$ cat src/hdl/sgm_pkg.sv
// ----------------------------------------------------------------------------
// sgm_pkg
// Shared types and constants for the Sobel gradient magnitude stream.
// ----------------------------------------------------------------------------
`default_nettype none
package sgm_pkg;

  localparam int MAX_WIDTH  = 1024;
  localparam int MAX_HEIGHT = 1024;
  localparam int COL_W      = $clog2(MAX_WIDTH);
  localparam int LINE_DEPTH = 4 * MAX_WIDTH;
  localparam int ADDR_W     = $clog2(LINE_DEPTH);
  localparam int DIM_W      = 11;
  localparam int POS_W      = 10;
  localparam int MIN_DIM    = 5;

  localparam logic [1:0] REG_KERNEL_MODE  = 2'd0;
  localparam logic [1:0] REG_FRAME_WIDTH  = 2'd1;
  localparam logic [1:0] REG_FRAME_HEIGHT = 2'd2;

  typedef enum logic [3:0] {
    S_IDLE, S_POS, S_RD, S_RDL, S_PART, S_SUM, S_BIAS, S_SQ, S_SQRT, S_OUT
  } state_t;

  typedef struct packed {
    logic       start;
    logic       pos;
    logic [1:0] rd_k;
    logic       cap;
    logic       shift;
    logic       part;
    logic       sum;
    logic       bias;
    logic       sq;
    logic       sqrt_step;
    logic       load;
  } cmd_t;

  typedef struct packed {
    logic emit;
    logic out_busy;
  } sts_t;

endpackage
`default_nettype wire

$ cat src/hdl/sgm_ctrl.sv
// ----------------------------------------------------------------------------
// sgm_ctrl
// Sequencer: steps one request through read, window, sum, divide and root.
// ----------------------------------------------------------------------------
`default_nettype none
module sgm_ctrl import sgm_pkg::*; (
  input  wire logic clk,
  input  wire logic rst_n,
  input  wire logic in_valid,
  output logic      in_ready,
  input  wire sts_t sts,
  output cmd_t      cmd
);

  state_t     state_r, state_nxt;
  logic [2:0] cnt_r, cnt_nxt;

  always_ff @(posedge clk) begin
    if (!rst_n) begin
      state_r <= S_IDLE;
      cnt_r   <= '0;
    end else begin
      state_r <= state_nxt;
      cnt_r   <= cnt_nxt;
    end
  end

  always_comb begin
    state_nxt = state_r;
    cnt_nxt   = cnt_r;
    case (state_r)
      S_IDLE: if (in_valid) state_nxt = S_POS;
      S_POS: begin
        state_nxt = S_RD;
        cnt_nxt   = '0;
      end
      S_RD: begin
        cnt_nxt = cnt_r + 3'd1;
        if (cnt_r == 3'd3) state_nxt = S_RDL;
      end
      S_RDL:  state_nxt = sts.emit ? S_PART : S_IDLE;
      S_PART: state_nxt = S_SUM;
      S_SUM:  state_nxt = S_BIAS;
      S_BIAS: state_nxt = S_SQ;
      S_SQ: begin
        state_nxt = S_SQRT;
        cnt_nxt   = '0;
      end
      S_SQRT: begin
        cnt_nxt = cnt_r + 3'd1;
        if (cnt_r == 3'd7) state_nxt = S_OUT;
      end
      S_OUT:   if (!sts.out_busy) state_nxt = S_IDLE;
      default: state_nxt = S_IDLE;
    endcase
  end

  always_comb begin
    in_ready      = (state_r == S_IDLE);
    cmd           = '0;
    cmd.start     = (state_r == S_IDLE) && in_valid;
    cmd.pos       = (state_r == S_POS);
    cmd.rd_k      = cnt_r[1:0];
    cmd.cap       = (state_r == S_RD) && (cnt_r != 3'd0);
    cmd.shift     = (state_r == S_RDL);
    cmd.part      = (state_r == S_PART);
    cmd.sum       = (state_r == S_SUM);
    cmd.bias      = (state_r == S_BIAS);
    cmd.sq        = (state_r == S_SQ);
    cmd.sqrt_step = (state_r == S_SQRT);
    cmd.load      = (state_r == S_OUT) && !sts.out_busy;
  end

endmodule
`default_nettype wire

$ cat config.mk
export PLATFORM = sky130hd
export DESIGN_NAME = sgm_ctrl
export DESIGN_NICKNAME = d
export VERILOG_FILES = /design/src/hdl/sgm_pkg.sv /design/src/hdl/sgm_ctrl.sv
export SDC_FILE = /design/constraint.sdc
export NUM_CORES = 1
export LEC_CHECK = 0
export BUFFER_PORTS_ARGS = -buffer_cell sky130_fd_sc_hd__buf_4
export CAP_MARGIN = 20
export CORE_MARGIN = 5
export CORE_UTILIZATION = 30
export DETAILED_ROUTE_END_ITERATION = 8
export PLACE_DENSITY = 0.58
export RECOVER_POWER = 25
export SETUP_SLACK_MARGIN = 0.4
export SLEW_MARGIN = 20
export SYNTH_ARGS = -nofsm -noshare
export SYNTH_HDL_FRONTEND = slang
export SYNTH_SLANG_ARGS = --single-unit
$ cat constraint.sdc
create_clock -name clk -period 4.4 [get_ports clk]
set_clock_uncertainty 0.2 [all_clocks]
set_input_delay 0.88 -clock clk [delete_from_list [all_inputs] [get_ports clk]]
set_output_delay 0.88 -clock clk [all_outputs]
set_load 0.05 [all_outputs]
# Word level (Yosys, flattened, before mapping)
# Cells that the tools add are included.
# word_totals
regBits	7
out_inout_bits	13
wordCells	35
input_bits	5
# classes
reduce_logical	10
add_sub_neg	1
n_eq_ne	15
muxes	7
# op_table
cell	n
one-hot mux 4 bit (10 select lines)	1
equality test 4 x 3 -> 1 bit (second input constant)	4
2-to-1 mux 4 bit	4
equality test 4 x 2 -> 1 bit (second input constant)	2
equality test 4 bit (second input constant)	2
!= test 2 bit (second input constant)	3
one-hot mux 3 bit (2 select lines)	1
equality test 4 x 1 -> 1 bit (second input constant)	1
logical NOT 4 bit	1
AND reduction 4 bit	1
OR reduction 2 bit	2
adder 3 x 1 -> 3 bit (second input constant)	1
equality test 3 x 2 -> 1 bit (second input constant)	1
equality test 3 bit (second input constant)	1
logical AND 1 bit	3
2-to-1 mux 3 bit	1
nonzero test 3 bit	1
!= test 2 x 1 -> 1 bit (second input constant)	1
nonzero test 2 bit	1
logical NOT 1 bit	1

# Logic depth before layout (Yosys ltp)
# Gate-level depths: netlist of run 1.
# depth
word_depth	3
depth_mapped	5

# Worst setup path before layout of run 1
# No wires, ideal clock.
# synth_timing
path_type	register to output
start	reg state_r[0]
end	out cmd[11] (netlist name)
arrival_ns	2.235
path_slack_ns	1.085
path_stages_with_launch	4
required_ns	3.320
path_cell_list	dfxtp_1 -> or2_1 -> nor3_1 -> and2_1
# synth_rtl
element	line_no	source
start, declared	sgm_ctrl.sv:15	state_t state_r, state_nxt;
start signal, assigned	sgm_ctrl.sv:23	state_r <= state_nxt;
end, declared	sgm_ctrl.sv:12	output cmd_t cmd

==> results of run 1 <==
## layout by cell type, fill, tap and decap left out, drive strengths merged, types with 2 or more instances in the layout
| cell type | instances |
|---|---|
| nor2 | 8 |
| inv | 3 |
| o21ai | 4 |
| a21boi | 2 |
| mux2i | 2 |
| ha | 4 |
| a211oi | 2 |
| nand2 | 9 |
| clkbuf | 4 |
| buf | 17 |
| nor3 | 6 |
| nand2b | 5 |
| nand3b | 2 |
| dfxtp | 7 |
## Yosys cell counts (2+ instances only)
cell and number:
mux2i_1 2, nand2b_1 4, ha_1 4, o21ai_0 3, inv_1 3, buf_6 2, nor3_1 5, a21boi_2 2
nor2_1 8, buf_4 3, nand2_1 9, dfxtp_1 7
## power by group through the flow
stage / Sequential [mW] / Combinational (mW) / Clock [mW]
final: 0.139 / 0.310 / 0.0590
after global routing: 0.146 / 0.335 / 0.0643
after CTS: 0.140 / 0.318 / 0.0607
after detailed placement: 0.141 / 0.316 / 0
after global placement: 0.142 / 0.313 / 0
after floorplan: 0.110 / 0.293 / 0
## worst max-delay path, stage by stage, from the launching register on
cell	delay [ns]
dfxtp_1	0.47
or2_1	0.32
nor3_1	0.20
and2_1	0.16
buf_4	0.19
## state kept, by name, indices dropped and copies added, names as in the netlist
signal   cells
cnt_r        3
state_r      4
## area by class of cell
cell class,count,area (um^2)
fillers,205,1230
multi-input cells,59,410
flip-flops and latches,7,140
repair buffers,17,128
well taps,27,33.8
clock buffers,4,26.3
inverters,3,11.3
## stage by stage
step | worst slack, ns | cells | power [mW]
final | 1.73 | 117 | 0.508
after global routing | 1.59 | 117 | 0.545
after CTS | 1.70 | 117 | 0.519
after detailed placement | 1.92 | 113 | 0.457
after global placement | 1.93 | 113 | 0.455
after floorplan | 1.09 | 75 | 0.402
## cells by family after synthesis
logic type	share of synthesized area
muxes	0.0321
xor gates and xnor gates	0.0401
and+or+nand+nor	0.301
AOI/OAI and AO/OA	0.224
buffers and inverters	0.0982
adders and majority gates	0.0802
DFF	0.224
## worst paths after layout
path / startpoint / to / slack (ns)
worst min-delay path: cnt_r[0] / cnt_r[0] / 0.34
worst min register to register: cnt_r[0] / cnt_r[0] / 0.34
worst max register to register: state_r[1] / cnt_r[1] / 2.67
worst max-delay path: state_r[0] / cmd[11] / 1.73
## per-layer routing
metal  up-vias  share of wire
li1        290              -
met1       262           0.45
met2        11           0.47
met3         4          0.050
met4         0          0.022
met5         -              0
==> run metrics, run 1 <==
H-tree depth 1; initial DRC count 5; Die Y 55.6 um; min Tclk post-route 2.67 ns; number of synthesized flops with an enable pin 0; R2R depth 4; setup TNS 0 ns; Ports 18; cell taking the most area after synthesis dfxtp_1; Distinct cells, synth 35; CTS hold repair buffers 0; final WL 1340 um; cell-internal power 237 uW; max-slew violations 0; CP max FO 15; vias in the first global route 543; DR DRC count 0; largest net degree at the start of global routing 16; status complete, no violations; endpoints failing hold 0; register area share after synthesis 0.224; Setup crit end kind primary output; met2 usage 0.157; CTS Buffer Depth 2; PD cells 678 nW/um^2; Row Count 16; crit path launch type flop; Ant. Diodes 0; dpl hpwl 1010 um; via count 567; DR pass1 iterations 4; Starting Density 0.315; mean area per synthesized cell 8.32 um^2; per-cell routed wire length 11.5 um; dpl cell area 736 um^2; Final nets 100; Tot GR Track Use 0.0948; core area 1980 um^2; register bit total from synthesis 7; Via density 4.85; required time of the critical path 3.32 ns; Antenna Violating Nets Remaining 0; routability congestion estimate 0.661; port bufs 17; Core Util, Final 0.378; CTS tree built; total CTS buffers 3; share of cells above drive strength 1 0.322; Post-synth top flop dfxtp_1; top post-synthesis cells by area dfxtp_1 (22%), ha_1 (8.0%), nand2_1 (5.4%), nor2_1 (4.8%), nand2b_1 (4.0%); GR Layer Usage met1 0.104; root buffer cell clkbuf_4; Tightest Hold Check Type flop to flop; Clock power frac 0.116; fin area 749 um^2; Clk Latency, worst-skew pair 0.25 ns; worst slew pin tran 0.538 ns; Hold Crit Depth 2; hold slack final 0.338 ns; f_max 374 MHz; Worst Setup Path Type flop to primary output; initial antenna violation count 0; Finish-stage setup viols 0; Overflow after GRT 0; Sw Share 0.534; Synthesized Nets 84; Rel. slew slack 0.641; Cells after Synth 75; mapped cell area 624 um^2; fin crit share 0.607; Post-synth ARST share 0; post_cts resized 0; Clock Sinks 7; routing usage on met3 0.0278; postcts setup bufs 0; switching power 271 uW; Combinational Power Share 0.611; RSZ-0062 raised after global routing no; Max Cap Viol 0; YS warnings 0; Sequential Power Share 0.273; Layout area overhead 20.0%; first-pass GRT wire length 2380 um; Most Used Layer, Global Route met2; leakage 0.311 nW; Worst-path clk slew 0.05 ns; post-synth top area share 0.224; die footprint 3090 um^2; maximum VDD drop 293 uV; die width 55.6 um; Critical Path AT 1.59 ns
Note: power is estimated with default switching activity, not from simulation.
==> run 2, diff against run 1 <==
--- a/config.mk
+++ b/config.mk
@@ -10,7 +10,7 @@
 export CORE_MARGIN = 5
 export CORE_UTILIZATION = 30
 export DETAILED_ROUTE_END_ITERATION = 8
-export PLACE_DENSITY = 0.58
+export PLACE_DENSITY = 0.6
 export RECOVER_POWER = 25
 export SETUP_SLACK_MARGIN = 0.4
 export SLEW_MARGIN = 20
==> constraint.sdc (replaced) <==
create_clock -name clk -period 2.3 [get_ports clk]
set_clock_uncertainty 0.2 [all_clocks]
set_input_delay 0.46 -clock clk [delete_from_list [all_inputs] [get_ports clk]]
set_output_delay 0.46 -clock clk [all_outputs]
set_load 0.05 [all_outputs]
==> run 2 against run 1 <==
Global-route usage increased by 0.64 points; setup slack got worse by 1.4 ns; count of clock-buffer cells in the layout unchanged; power is 130% higher; cell area is 26% higher; core utilization up 9.7 points; non-clock buffer count grew 7; routed wire length is 11% higher; critical endpoint unchanged; largest cell class unchanged; highest routed layer unchanged.
==> run metrics, run 2 (same netlist as run 1, synthesis figures left out) <==
Tightest Hold Check Type input pin to flop; Overflow after GRT 0 (unchanged); CTS hold repair buffers 0 (unchanged); port bufs 17 (unchanged); leakage 0.378 nW (+22%); Via density 4.89 (+0.84%); core area 1980 um^2 (unchanged); Tot GR Track Use 0.101 (+0.00637); maximum VDD drop 746 uV (+160%); largest net degree at the start of global routing 11 (-5); commonest non-fill, non-tap cell in the layout buf_4; dpl ws 0.373 ns (-1.55 ns); worst slew pin tran 0.605 ns (+0.0672 ns); per-cell routed wire length 12.0 um (+4.3%); DR DRC count 0 (unchanged); max FFs per register 4 (unchanged); Clk Latency, worst-skew pair 0.24 ns (about the same); Worst-path clk slew 0.05 ns (about the same); PD cells 1240 nW/um^2 (+84%); required time of the critical path 1.64 ns (-1.68 ns); R2R depth 5 (+1); fin worst setup slack 0.325 ns (-1.40 ns); Tot Pwr 1.17 mW (+130%); Critical Path AT 1.32 ns (-0.27 ns); endpoints failing hold 0 (unchanged); final WL 1490 um (+11%); Clock Sinks 7 (unchanged); Max Cap Viol 0 (unchanged); root buffer cell clkbuf_4; Antenna Violating Nets Remaining 0 (unchanged); Setup crit end kind primary output; Ant. Diodes 0 (unchanged); Layout area overhead 50.7%; CTS tree built; RSZ-0062 raised after global routing yes; Core Util, Final 0.475 (+0.0966); dpl hpwl 1100 um (+9.0%); most frequent cells in the layout buf_4 (13), nand2_1 (9), buf_6 (8), dfxtp_4 (5); first-pass GRT wire length 2590 um (+9.0%); Final nets 107 (+7.0%); HP Start rst_n; total CTS buffers 3 (unchanged); initial antenna violation count 0 (unchanged); vias in the first global route 610 (+12%); Ports 18 (unchanged); setup TNS 0 ns (unchanged); RR Startpoint state_r[1]; die width 55.6 um (unchanged); min Tclk post-route 1.98 ns; Starting Density 0.315 (unchanged); status complete, no violations; Hold EP cnt_r[1]; Finish-stage setup viols 0 (unchanged); DR pass1 iterations 5 (+1); H-tree depth 1 (unchanged); share of cells above drive strength 1 0.567 (+0.245); routability congestion estimate 0.695 (+5.2%); CP max FO 8 (-7); fin crit share 0.859; via count 606 (+6.9%); Rel. slew slack 0.598 (-0.0426); die footprint 3090 um^2 (unchanged); Hold Crit Depth 3 (+1); max-slew violations 0 (unchanged); Row Count 16 (unchanged); Die Y 55.6 um (unchanged); initial DRC count 3 (-2); CTS Buffer Depth 2 (unchanged); Worst Setup Path Type flop to primary output; Top Registers state_r: 4 flops, cnt_r: 3 flops; f_max 506 MHz; reg-to-reg endpoint cnt_r[1]; flop-to-flop setup slack 0.55 ns (-2.12 ns); crit path launch type flop; Largest Register state_r
[run 2: cell count changes in the layout (fill, tap and decap cells not counted), moves of 2 or more]
cell	previous run	this run
nand2b_1	4	1
buf_4	17	13
nor3_2	0	4
dfxtp_1	7	2
nor2_2	0	3
nand2b_4	0	3
nor3_4	0	2
dfxtp_4	0	5
clkbuf_1	1	3
nor3_1	6	0
buf_6	0	8
nor2_1	8	4
[run 2: how the worst max path moves through the flow]
stage | endpoint | startpoint
4_1_cts | cmd[11] | state_r[2]
3_5_place_dp | cmd[11] | state_r[2]
3_3_place_gp | cmd[11] | state_r[2]
5_1_grt | cmd[11] | state_r[1]
2_1_floorplan | cmd[11] | state_r[0]
6_report | cmd[11] | state_r[1]
[run 2: where the power goes]
group          switching [mW]  internal, mW  total [mW]
Combinational           0.493         0.341       0.835
Sequential             0.0575         0.170       0.228
Clock                  0.0426        0.0660       0.109
[run 2: worst max-delay path, stage by stage (launching register included)]
cell	delay, ns
dfxtp_1	0.39
buf_6	0.19
nor3_4	0.19
and2_4	0.17
buf_8	0.13
[run 2: area by class of cell]
class	instances	area, um^2
Clock buffer	4	26.3
Fill cell	188	1040
Inverter	3	11.3
Multi-Input combinational cell	59	500
Sequential cell	7	159
Tap cell	27	33.8
Timing Repair Buffer	24	210
[run 2: repair_timing]
item | CTS | global route
setup buffers | 5 | 0
pin swaps | 4 | 0
resized for setup | 23 | 4
setup endpoints to repair | 11 | 8
[run 2: metrics by stage]
step	std cells	hold WS, ns	area (um^2)
2_1_floorplan	75	0.304	681
3_3_place_gp	115	0.342	807
6_report	124	0.316	941
5_1_grt	124	0.314	941
3_5_place_dp	115	0.342	807
4_1_cts	124	0.309	943
[run 2: routing by layer]
| layer | vias to the layer above | routed length (um) | global-route usage |
|---|---|---|---|
| met5 | - | 0 | 0 |
| met4 | 0 | 12 | 0.0417 |
| met3 | 2 | 88 | 0.0348 |
| met2 | 15 | 713 | 0.169 |
| met1 | 282 | 671 | 0.117 |
| li1 | 307 | - | - |
